--- src/rtl/core/dsp_eic_pkg.sv ---
package dsp_eic_pkg;

  // Item operation codes
  localparam logic [1:0] OP_READ  = 2'd0;
  localparam logic [1:0] OP_WRITE = 2'd1;
  localparam logic [1:0] OP_PULSE = 2'd2;
  localparam logic [1:0] OP_IDLE  = 2'd3;

  // Register banks: word offset bits 6..2
  localparam logic [4:0] BANK_FLAG  = 5'd0;
  localparam logic [4:0] BANK_SET   = 5'd2;
  localparam logic [4:0] BANK_CLR   = 5'd4;
  localparam logic [4:0] BANK_MASK  = 5'd8;
  localparam logic [4:0] BANK_MFLAG = 5'd10;
  localparam logic [4:0] BANK_XMASK = 5'd12;
  localparam logic [4:0] BANK_XFLAG = 5'd14;
  localparam logic [4:0] BANK_MUX   = 5'd16;

  localparam int NUM_GROUPS    = 4;
  localparam int GROUP_W       = 32;
  localparam int SEL_W         = 7;
  localparam int NUM_SEL       = 12;
  localparam int SEL_PER_WORD  = 4;
  localparam int NUM_IRQ       = 16;
  localparam int FIXED_IRQS    = 4;

  // Events 0..3 are the combined lines and never hold a flag
  localparam logic [GROUP_W-1:0] RESERVED_KEEP = 32'hFFFF_FFF0;

  typedef struct packed {
    logic capture;  // load the input word register
    logic exec;     // apply the held word and load the result register
  } cmd_t;

endpackage

--- src/rtl/core/dsp_event_interrupt_controller.sv ---
// Event interrupt controller for up to 128 system events in four groups of
// 32. Each input word is a bus read (op 0), a bus write (op 1), an event pulse
// for one group (op 2) or an idle op (op 3); every word yields exactly one
// result word carrying read data, the four combined-event lines, the
// exception line, the CPU interrupt pulse vector (interrupts 4..15, each fed
// by a 7-bit event selector) and a bus error bit. Register map by word offset,
// g = group: 0+g flags (RO), 8+g set (WO, write 1), 16+g clear (WO, write 1),
// 32+g event mask, 40+g masked flags (RO), 48+g exception mask, 56+g masked
// exception flags (RO), 65..67 interrupt mux words. Masks reset to all ones.
// Throughput is one word per clock while results are taken. The word is
// captured in an input register; the whole flag/mask update, the twelve
// selector lookups and the read mux are combinational and land in the
// result register. A result that is not taken holds one further word in
// the input register before in_ready drops.

module dsp_event_interrupt_controller #(
  parameter int EVENT_GROUPS       = 4,
  parameter int FIRST_MAPPABLE_IRQ = 4
) (
  input  logic        clk,
  input  logic        rst,
  // input channel
  input  logic        in_valid,
  output logic        in_ready,
  input  logic [1:0]  op,
  input  logic [6:0]  reg_word,
  input  logic [31:0] write_data,
  input  logic [1:0]  event_group,
  input  logic [31:0] event_bits,
  // result channel
  output logic        out_valid,
  input  logic        out_ready,
  output logic [31:0] read_data,
  output logic [3:0]  combined_events,
  output logic        exception_out,
  output logic [15:0] cpu_irq_pulse,
  output logic        bad_access
);

  dsp_eic_pkg::cmd_t cmd;

  // handshake sequencing: word held / result held
  dsp_eic_ctrl u_ctrl (
    .clk       (clk),
    .rst       (rst),
    .in_valid  (in_valid),
    .in_ready  (in_ready),
    .out_valid (out_valid),
    .out_ready (out_ready),
    .cmd       (cmd)
  );

  // register file, event flags and interrupt mapping
  dsp_eic_datapath #(
    .EVENT_GROUPS       (EVENT_GROUPS),
    .FIRST_MAPPABLE_IRQ (FIRST_MAPPABLE_IRQ)
  ) u_dp (
    .clk             (clk),
    .rst             (rst),
    .cmd             (cmd),
    .op              (op),
    .reg_word        (reg_word),
    .write_data      (write_data),
    .event_group     (event_group),
    .event_bits      (event_bits),
    .read_data       (read_data),
    .combined_events (combined_events),
    .exception_out   (exception_out),
    .cpu_irq_pulse   (cpu_irq_pulse),
    .bad_access      (bad_access)
  );

endmodule

--- src/rtl/core/dsp_eic_ctrl.sv ---
module dsp_eic_ctrl (
  input  logic                clk,
  input  logic                rst,
  input  logic                in_valid,
  output logic                in_ready,
  output logic                out_valid,
  input  logic                out_ready,
  output dsp_eic_pkg::cmd_t   cmd
);

  // state = {result held, word held}
  localparam logic [1:0] ST_IDLE   = 2'b00;
  localparam logic [1:0] ST_ITEM   = 2'b01;
  localparam logic [1:0] ST_RESULT = 2'b10;
  localparam logic [1:0] ST_BOTH   = 2'b11;

  logic [1:0] state;
  logic [1:0] state_next;
  logic       exec;

  always_comb begin
    state_next = state;
    in_ready   = 1'b0;
    out_valid  = 1'b0;
    exec       = 1'b0;
    case (state)
      ST_IDLE: begin
        in_ready = 1'b1;
        if (in_valid) state_next = ST_ITEM;
      end
      ST_ITEM: begin
        in_ready   = 1'b1;
        exec       = 1'b1;
        state_next = in_valid ? ST_BOTH : ST_RESULT;
      end
      ST_RESULT: begin
        in_ready  = 1'b1;
        out_valid = 1'b1;
        if (in_valid) begin
          state_next = out_ready ? ST_ITEM : ST_BOTH;
        end else begin
          state_next = out_ready ? ST_IDLE : ST_RESULT;
        end
      end
      ST_BOTH: begin
        out_valid = 1'b1;
        in_ready  = out_ready;
        exec      = out_ready;
        if (out_ready) state_next = in_valid ? ST_BOTH : ST_RESULT;
      end
      default: begin
        state_next = ST_IDLE;
      end
    endcase
  end

  always_ff @(posedge clk) begin
    if (rst) begin
      state <= ST_IDLE;
    end else begin
      state <= state_next;
    end
  end

  assign cmd.capture = in_valid && in_ready;
  assign cmd.exec    = exec;

endmodule

--- src/rtl/core/dsp_eic_datapath.sv ---
module dsp_eic_datapath #(
  parameter int EVENT_GROUPS       = 4,
  parameter int FIRST_MAPPABLE_IRQ = 4
) (
  input  logic                clk,
  input  logic                rst,
  input  dsp_eic_pkg::cmd_t   cmd,
  input  logic [1:0]          op,
  input  logic [6:0]          reg_word,
  input  logic [31:0]         write_data,
  input  logic [1:0]          event_group,
  input  logic [31:0]         event_bits,
  output logic [31:0]         read_data,
  output logic [3:0]          combined_events,
  output logic                exception_out,
  output logic [15:0]         cpu_irq_pulse,
  output logic                bad_access
);

  localparam int NG = dsp_eic_pkg::NUM_GROUPS;
  localparam int GW = dsp_eic_pkg::GROUP_W;
  localparam int SW = dsp_eic_pkg::SEL_W;
  localparam int NS = dsp_eic_pkg::NUM_SEL;

  // held input word
  logic [1:0]    op_q;
  logic [6:0]    rw_q;
  logic [31:0]   wd_q;
  logic [1:0]    eg_q;
  logic [31:0]   eb_q;

  logic [GW-1:0] flags    [NG];
  logic [GW-1:0] masks    [NG];
  logic [GW-1:0] xmasks   [NG];
  logic [GW-1:0] flags_next  [NG];
  logic [GW-1:0] masks_next  [NG];
  logic [GW-1:0] xmasks_next [NG];
  logic [GW-1:0] raised   [NG];
  logic [SW-1:0] sel      [NS];
  logic [31:0]   mux_word [NG];
  logic [NG*GW-1:0] raised_all;

  logic [3:0]    last_comb;
  logic [3:0]    newc;
  logic [3:0]    rise;
  logic          exc;
  logic [15:0]   pulse;

  logic [4:0]    bank;
  logic [1:0]    grp;
  logic          grp_ok;
  logic          is_rd;
  logic          is_wr;
  logic [31:0]   rd;
  logic          bad;
  logic          set_en;
  logic          clr_en;
  logic          mask_we;
  logic          xmask_we;
  logic          mux_we;

  always_ff @(posedge clk) begin
    if (cmd.capture) begin
      op_q <= op;
      rw_q <= reg_word;
      wd_q <= write_data;
      eg_q <= event_group;
      eb_q <= event_bits;
    end
  end

  assign bank   = rw_q[6:2];
  assign grp    = rw_q[1:0];
  assign grp_ok = int'(grp) < EVENT_GROUPS;
  assign is_rd  = op_q == dsp_eic_pkg::OP_READ;
  assign is_wr  = op_q == dsp_eic_pkg::OP_WRITE;

  // bus decode
  always_comb begin
    rd       = '0;
    bad      = 1'b0;
    set_en   = 1'b0;
    clr_en   = 1'b0;
    mask_we  = 1'b0;
    xmask_we = 1'b0;
    mux_we   = 1'b0;
    if (is_rd || is_wr) begin
      if (bank == dsp_eic_pkg::BANK_MUX) begin
        if (grp == 2'd0) begin
          bad = 1'b1;  // mux word 0 is not mapped
        end else if (is_wr) begin
          mux_we = 1'b1;
        end else begin
          rd = mux_word[grp];
        end
      end else if (!grp_ok) begin
        bad = 1'b1;
      end else begin
        case (bank)
          dsp_eic_pkg::BANK_FLAG: begin
            if (is_wr) bad = 1'b1; else rd = flags[grp];
          end
          dsp_eic_pkg::BANK_SET: begin
            set_en = is_wr;
          end
          dsp_eic_pkg::BANK_CLR: begin
            clr_en = is_wr;
          end
          dsp_eic_pkg::BANK_MASK: begin
            if (is_wr) mask_we = 1'b1; else rd = masks[grp];
          end
          dsp_eic_pkg::BANK_MFLAG: begin
            if (is_wr) bad = 1'b1; else rd = flags[grp] & ~masks[grp];
          end
          dsp_eic_pkg::BANK_XMASK: begin
            if (is_wr) xmask_we = 1'b1; else rd = xmasks[grp];
          end
          dsp_eic_pkg::BANK_XFLAG: begin
            if (is_wr) bad = 1'b1; else rd = flags[grp] & ~xmasks[grp];
          end
          default: begin
            bad = 1'b1;
          end
        endcase
      end
    end
  end

  // next flag and mask state, combined lines and exception line
  always_comb begin
    newc = '0;
    exc  = 1'b0;
    for (int k = 0; k < NG; k++) begin
      raised[k] = '0;
      if (op_q == dsp_eic_pkg::OP_PULSE && eg_q == 2'(k) && k < EVENT_GROUPS) begin
        raised[k] = eb_q;
      end
      if (set_en && grp == 2'(k)) begin
        raised[k] = raised[k] | wd_q;
      end
      if (k == 0) begin
        raised[k] = raised[k] & dsp_eic_pkg::RESERVED_KEEP;
      end
      flags_next[k]  = (flags[k] & ~((clr_en && grp == 2'(k)) ? wd_q : '0)) | raised[k];
      masks_next[k]  = (mask_we && grp == 2'(k)) ? wd_q : masks[k];
      xmasks_next[k] = (xmask_we && grp == 2'(k)) ? wd_q : xmasks[k];
      newc[k] = |(flags_next[k] & ~masks_next[k]);
      exc     = exc | (|(flags_next[k] & ~xmasks_next[k]));
    end
  end

  assign rise       = newc & ~last_comb;
  assign raised_all = {raised[3], raised[2], raised[1], raised[0]};

  genvar k, i, n, w;

  for (k = 0; k < NG; k++) begin : g_grp
    if (k < EVENT_GROUPS) begin : g_live
      logic [GW-1:0] f_q;
      logic [GW-1:0] m_q;
      logic [GW-1:0] x_q;
      always_ff @(posedge clk) begin
        if (rst) begin
          f_q <= '0;
          m_q <= '1;
          x_q <= '1;
        end else if (cmd.exec) begin
          f_q <= flags_next[k];
          m_q <= masks_next[k];
          x_q <= xmasks_next[k];
        end
      end
      assign flags[k]  = f_q;
      assign masks[k]  = m_q;
      assign xmasks[k] = x_q;
    end else begin : g_absent
      // no events: nothing ever flags or unmasks
      assign flags[k]  = '0;
      assign masks[k]  = '1;
      assign xmasks[k] = '1;
    end
  end

  // interrupt selectors, four per mux word starting at word 1
  for (i = 0; i < NS; i++) begin : g_sel
    localparam logic [1:0] WORD = 2'(i / dsp_eic_pkg::SEL_PER_WORD + 1);
    localparam int         LSB  = 8 * (i % dsp_eic_pkg::SEL_PER_WORD);
    always_ff @(posedge clk) begin
      if (rst) begin
        sel[i] <= '0;
      end else if (cmd.exec && mux_we && grp == WORD) begin
        sel[i] <= wd_q[LSB +: SW];
      end
    end
  end

  assign mux_word[0] = '0;
  for (w = 1; w < NG; w++) begin : g_mword
    localparam int B = (w - 1) * dsp_eic_pkg::SEL_PER_WORD;
    assign mux_word[w] = {1'b0, sel[B+3], 1'b0, sel[B+2], 1'b0, sel[B+1], 1'b0, sel[B]};
  end

  for (n = 0; n < dsp_eic_pkg::NUM_IRQ; n++) begin : g_irq
    if (n >= dsp_eic_pkg::FIXED_IRQS && n >= FIRST_MAPPABLE_IRQ) begin : g_map
      logic [SW-1:0] e;
      assign e        = sel[n - dsp_eic_pkg::FIXED_IRQS];
      // events 0..3 are the combined lines: pulse on their rising edge
      assign pulse[n] = (e < SW'(4)) ? rise[e[1:0]] : raised_all[e];
    end else begin : g_fixed
      assign pulse[n] = 1'b0;
    end
  end

  always_ff @(posedge clk) begin
    if (rst) begin
      last_comb <= '0;
    end else if (cmd.exec) begin
      last_comb <= newc;
    end
  end

  always_ff @(posedge clk) begin
    if (cmd.exec) begin
      read_data     <= rd;
      exception_out <= exc;
      cpu_irq_pulse <= pulse;
      bad_access    <= bad;
    end
  end

  assign combined_events = last_comb;

endmodule

--- config.mk ---
export PLATFORM = sky130hd
export DESIGN_NAME = dsp_event_interrupt_controller
export DESIGN_NICKNAME = d
export VERILOG_FILES = /design/src/rtl/core/dsp_eic_pkg.sv /design/src/rtl/core/dsp_event_interrupt_controller.sv /design/src/rtl/core/dsp_eic_ctrl.sv /design/src/rtl/core/dsp_eic_datapath.sv
export SDC_FILE = /design/constraint.sdc
export NUM_CORES = 2
export LEC_CHECK = 0
export BUFFER_PORTS_ARGS = -buffer_cell sky130_fd_sc_hd__buf_2
export CORE_ASPECT_RATIO = 1.75
export CORE_UTILIZATION = 30
export CTS_CLUSTER_SIZE = 14
export DETAILED_ROUTE_END_ITERATION = 10
export HOLD_SLACK_MARGIN = 0.06
export SLEW_MARGIN = 20
export SYNTH_ARGS = -nofsm -noshare
export SYNTH_HDL_FRONTEND = slang
export SYNTH_SLANG_ARGS = --single-unit
--- constraint.sdc ---
create_clock -name clk -period 6.5 [get_ports clk]
set_input_delay 0.65 -clock clk [delete_from_list [all_inputs] [get_ports clk]]
set_output_delay 0.65 -clock clk [all_outputs]
set_load 0.05 [all_outputs]
After elaboration in Yosys (flattened, before gate mapping)
Memories as Yosys holds them, arrays and structs flattened.
Index checks and enable logic that the tools add are counted.

word-level totals
  bits in writable memories = 84
  memories kept = 1
  bits in registers = 511
  output and inout bits = 56

memory list
  memory    depth  width  rd ports  clocked after Yosys merged registers in  write ports  RTL line                RTL
  u_dp.sel  12     7      12        0                                        12           dsp_eic_datapath.sv:39  logic [SW-1:0] sel [NS];

cells by class
  reductions and logical operators = 44
  multiplexer cells = 153
  bitwise operators = 54
  $lt $le $gt $ge = 37
  eq/ne operators = 20

operators with widths
  cell                  count
  $mux W32              36
  $and A32 B32 Y32      14
  $not A32 Y32          14
  $bmux W32 S2          4
  $or A32 B32 Y32       8
  $reduce_or A32 Y1     8
  $pmux W32 S5          1
  $lt A7 B8 Y1 const B  12
  $bmux W1 S7           12
  $lt A7 B3 Y1 const B  12
  $mux W7               12
  $mux W1               67
  $lt A2 B3 Y1 const B  12
  $logic_and A1 B1 Y1   25
  $bmux W1 S2           12
  $eq A5 B4 Y1 const B  4
  $or A1 B1 Y1          15
  $eq A2 B2 Y1 const B  7
  $mux W2               5
  $eq A2 B1 Y1 const B  4
  $logic_not A2 Y1      4
  $pmux W2 S4           1
  $pmux W1 S2           3
  $reduce_or A3 Y1      2
  other kinds (13)      14

Longest topological paths before layout
  depth after elaboration = 15
  depth in mapped cells = 15

Cells and area by module
From an unflattened synthesis, not the netlist that was laid out.

second synthesis, totals
  cells, all modules = 5,452
  area, all modules = 47,533.1 sq um

modules (own cells, without submodules)
  module            area each (sq um)  cells an instance  instances  seq. area each (sq um)
  dsp_eic_datapath  47,421.7           5,440              1          13,923.4
  dsp_eic_ctrl      111.4              12                 1          40.0

Worst setup path after synthesis
No wires, ideal clock.

  path type = reg-to-reg
  start = register u_dp.rw_q[1]
  end = memory u_dp.sel[0][0] (netlist name) (enable)
  period minus slack after synthesis = 4,499 ps
  arrival = 4,047 ps
  data required time = 6,048 ps
  setup time = 452 ps
  path buffers = 4
  cell stages (with the launch flop) = 10
  path slack = 2,001 ps
  cell sequence = edfxtp_1 -> buf_2 -> or2_2 -> buf_2 -> clkbuf_1 -> nand2_1 -> nor4b_1 -> nand3_1 -> clkbuf_1 -> o21ai_0

RTL lines
  what                    RTL line                RTL
  from (decl)             dsp_eic_datapath.sv:27  logic [6:0] rw_q;
  from (signal assigned)  dsp_eic_datapath.sv:65  rw_q <= reg_word;
  to (decl)               dsp_eic_datapath.sv:39

Final worst setup path
  start = register u_dp.rw_q[1]
  end = register u_dp.cpu_irq_pulse[7], data pin

on the way
  longest elaborated chain between the ends = 12

ends and longest elaborated chain
  what                                        RTL line                                                                   RTL
  $eq A2 B1 Y1, or another cell as far along  dsp_eic_datapath.sv:138, dsp_eic_datapath.sv:144, dsp_eic_datapath.sv:145
  $logic_and A1 B1 Y1                         dsp_eic_datapath.sv:144                                                    flags_next[k] = (flags[k] & ~((clr_en && grp == 2'(k)) ? wd_q : '0)) | raised[k];
  $mux W32                                    dsp_eic_datapath.sv:144
  $not A32 Y32                                dsp_eic_datapath.sv:144
  $and A32 B32 Y32                            dsp_eic_datapath.sv:144
  $or A32 B32 Y32                             dsp_eic_datapath.sv:144
  $and A32 B32 Y32                            dsp_eic_datapath.sv:147                                                    newc[k] = |(flags_next[k] & ~masks_next[k]);
  $reduce_or A32 Y1                           dsp_eic_datapath.sv:147
  $and A4 B4 Y4                               dsp_eic_datapath.sv:152                                                    assign rise = newc & ~last_comb;
  $bmux W1 S2                                 dsp_eic_datapath.sv:208                                                    assign pulse[n] = (e < SW'(4)) ? rise[e[1:0]] : raised_all[e];
  $mux W1 (implied by the code)               dsp_eic_datapath.sv:208
  $mux W1 (*)                                 dsp_eic_datapath.sv:208
  net u_dp.pulse[7]                           dsp_eic_datapath.sv:47                                                     logic [15:0] pulse;
  to (signal assigned)                        dsp_eic_datapath.sv:226                                                    cpu_irq_pulse <= pulse;
  to (decl)                                   dsp_eic_datapath.sv:16                                                     output logic [15:0] cpu_irq_pulse,

The timed path passes the listed nets; every way through them passes the cells marked *. The select of a mux whose other input is x is not followed.
A chain may end at the register's enable or synchronous reset.

==> results.yml <==
status:
  status: "complete, but fails checks"
  violations: "design-rule violations, max-capacitance violations, max-slew violations, negative setup slack"
routing:
  wirelength_um: 438000
  drt_first_iter_violations: 9692
  ant_nets: 0
  drc: 9
  routed-via-count: 56800
  drtPass1Iterations: 11
  via_per_inst: 7.92
  routedWlPerCell_um: 61.1
pwr:
  pwr_density_cell_mw_per_mm2: 191
  ir_drop_mv: 0.276
  p_total_mw: 10.2
  cellLeakagePower_nw: 17.5
floorplanning:
  die_w_um: 299
  dieArea_mm2: 0.156
  placementRows: 190
  dieHeight_um: 521
  initial_core_util: 0.302
  core_region_area_mm2: 0.153
  io_pins: 135
cells_and_area:
  area_growth_syn_to_layout_pct: 15.7
  drive_above_1_share: 0.245
  nNetsFinal: 5124
  final_util: 0.349
sta:
  max_slew_margin: -1.06
  max_freq_mhz: 153
  worst_pin_slew_ns: 3.06
  setup_viol: 1
  rsz0062_at_grt: "false"
  fin_worst_skew_ns: 0.0372
  finalHoldViolCount: 0
  drv_slew: 3
  hold_slack_ns: 0.0726
  fin_crit_sh: 1.01
  setup_tns_ns: -0.0424
  layout_setup_ws_ns: -0.0424
  min_period_ns: 6.54
setup_path:
  crit_start: "u_dp.rw_q[1]"
  worstRegToRegCells: 11
  cp_max_fo: 67
  rrSetupSlack_ns: -0.04
  required_ns: 6.99
  crit_type: "flop to flop"
  critPathArrivalTime_ns: 7.03
  r2r_end: "u_dp.cpu_irq_pulse[7]"
  reg2reg_from: "u_dp.rw_q[1]"
  start_kind: "flop"
  end_kind: "flop"
place:
  portBuffers: 130
  gp_congestion: 1.10
  dp_hpwl_um: 326000
  preCtsSetupSlack_ns: 1.01
hold_path:
  worstHoldStart: "event_bits[11]"
  holdPathEnd: "u_dp.eb_q[11]"
  hold_path.class: "input pin to flop"
  hold_path_depth: 1
synth:
  avgSynthCellArea_um2: 9.16
  syn_inst: 5050
  synth-edff-count: 205
  synthDistinctLibCells: 87
  ys.flop_type: "dfxtp_1"
  synth_area_mm2: 0.0462
  ys_seq_elements: 595
  synth_warnings: 0
  synth-seq-area-share: 0.302
  async_flop_share: 0
grt:
  gr-total-overflow: 0
  grt_use_total: 0.560
  grt_pass1_wl_um: 581000
  antenna_found_initial: 52
  grt_max_degree: 137
  grt_pass1_vias: 52900
clock_tree:
  cts_buffer_depth: 3
  clk_pin_slew_worst_paths_ns: 0.09
  cts_buffers: 67
  insertion_delay_ns: 0.75
  cts-resized-gates: 0
  post-cts-setup-buffer-count: 0
  cts_hold_buf: 0
  root_buffer: "clkbuf_16"
  cts_tree: "built"
  cts.sinks: 595
  htreeDepth: 3
run:
  drv_cap: 1
[where the power goes]
part           switching, mW  internal, mW
clock network           1.99          2.25
registers              0.220          3.93
logic                   1.38         0.449
[per-stage QoR]
stage | area (um2) | cells
2_1_floorplan | 46200 | 5053
3_3_place_gp | 50900 | 6984
3_5_place_dp | 51000 | 6987
4_1_cts | 53300 | 7110
5_1_grt | 53400 | 7130
6_report | 53500 | 7172
[registers in the layout, summed over array words and instances, names as in the netlist, 2 cells and up]
| register | count |
|---|---|
| u_dp.op_q | 2 |
| u_dp.g_grp.g_live.f_q | 128 |
| u_dp.g_grp.g_live.x_q | 128 |
| u_dp.eg_q | 2 |
| u_ctrl.state | 2 |
| u_dp.combined_events | 4 |
| u_dp.wd_q | 32 |
| u_dp.g_grp.g_live.m_q | 128 |
| u_dp.cpu_irq_pulse | 12 |
| u_dp.eb_q | 32 |
| u_dp.rw_q | 7 |
| u_dp.sel | 84 |
| u_dp.read_data | 32 |
[routing by layer]
metal | share of wire | GRT usage
met5 | 0.00025 | 0.0118
met4 | 0.16 | 0.680
met3 | 0.10 | 0.232
met2 | 0.43 | 0.829
met1 | 0.30 | 0.543
[cells in the final DEF, fill, tap and decap left out, types with 34 or more instances in the layout]
cell / netlist / final
nand3_1: 176 / 174
nand2b_1: 43 / 42
nor3_1: 63 / 56
nor2b_1: 110 / 109
inv_1: 69 / 68
o211ai_1: 75 / 75
a22oi_1: 226 / 223
nand2_1: 552 / 549
a221oi_1: 90 / 88
buf_4: 6 / 445
o21ai_0: 186 / 180
diode_2: 0 / 57
a22o_1: 73 / 73
o22ai_1: 129 / 128
mux2_2: 57 / 57
buf_2: 31 / 130
a211oi_1: 68 / 67
mux4_2: 373 / 373
a21oi_1: 102 / 99
mux2i_1: 119 / 119
and2_1: 90 / 89
nand3b_1: 34 / 34
a211o_1: 100 / 100
dfxtp_1: 390 / 390
clkbuf_16: 0 / 70
o221ai_1: 53 / 53
nor2_1: 363 / 350
edfxtp_1: 205 / 205
nand4_1: 86 / 86
nor4_1: 67 / 60
a222oi_1: 35 / 35
[cells by family after synthesis]
group | count (synthesis) | synth area share
compound gates | 1443 | 0.234
xor+xnor | 1 | 0.000189
buf+inv | 761 | 0.0633
flops | 595 | 0.302
mux | 549 | 0.221
other cells | 1 | 0.0000811
simple gates | 1700 | 0.179
[Yosys cell counts (86+ instances only)]
cell | instances | area share
clkbuf_1 | 570 | 0.046
nand2_1 | 552 | 0.045
dfxtp_1 | 390 | 0.17
mux4_2 | 373 | 0.18
nor2_1 | 363 | 0.029
a22oi_1 | 226 | 0.037
edfxtp_1 | 205 | 0.13
o21ai_0 | 186 | 0.020
nand3_1 | 176 | 0.019
o22ai_1 | 129 | 0.017
mux2i_1 | 119 | 0.026
nor2b_1 | 110 | 0.015
a21oi_1 | 102 | 0.011
a211o_1 | 100 | 0.019
a221oi_1 | 90 | 0.017
and2_1 | 90 | 0.012
nand4_1 | 86 | 0.012
[how the worst max path moves through the flow]
stage | to | slack (ns)
4_1_cts | u_dp.cpu_irq_pulse[6] | 0.96
3_5_place_dp | u_dp.cpu_irq_pulse[6] | 1.01
3_3_place_gp | u_dp.cpu_irq_pulse[10] | 0.67
2_1_floorplan | u_dp.sel[0][0] | 2.00
6_report | u_dp.cpu_irq_pulse[7] | -0.04
5_1_grt | u_dp.cpu_irq_pulse[7] | 0.60
[critical path, cell delays in order, from the launching register on]
cell	delay, ns
edfxtp_1	0.48
buf_12	0.29
and2_1	0.54
nand4_1	0.51
nand2_1	0.43
buf_4	0.38
o21ai_0	2.28
o22ai_1	0.41
o211ai_1	0.32
a21oi_1	0.13
o22a_1	0.24
o211a_1	0.20
[layout make-up]
cell class / instances / area, um2
multi-input combinational: 3697 / 29800
timing repair buffer: 604 / 4520
clock inverter: 31 / 362
antenna: 57 / 143
sequential: 595 / 14000
tap: 2016 / 2520
fill: 15900 / 99600
inverter: 80 / 313
clock buffer: 92 / 1910
Note: power is estimated with default switching activity, not from simulation.
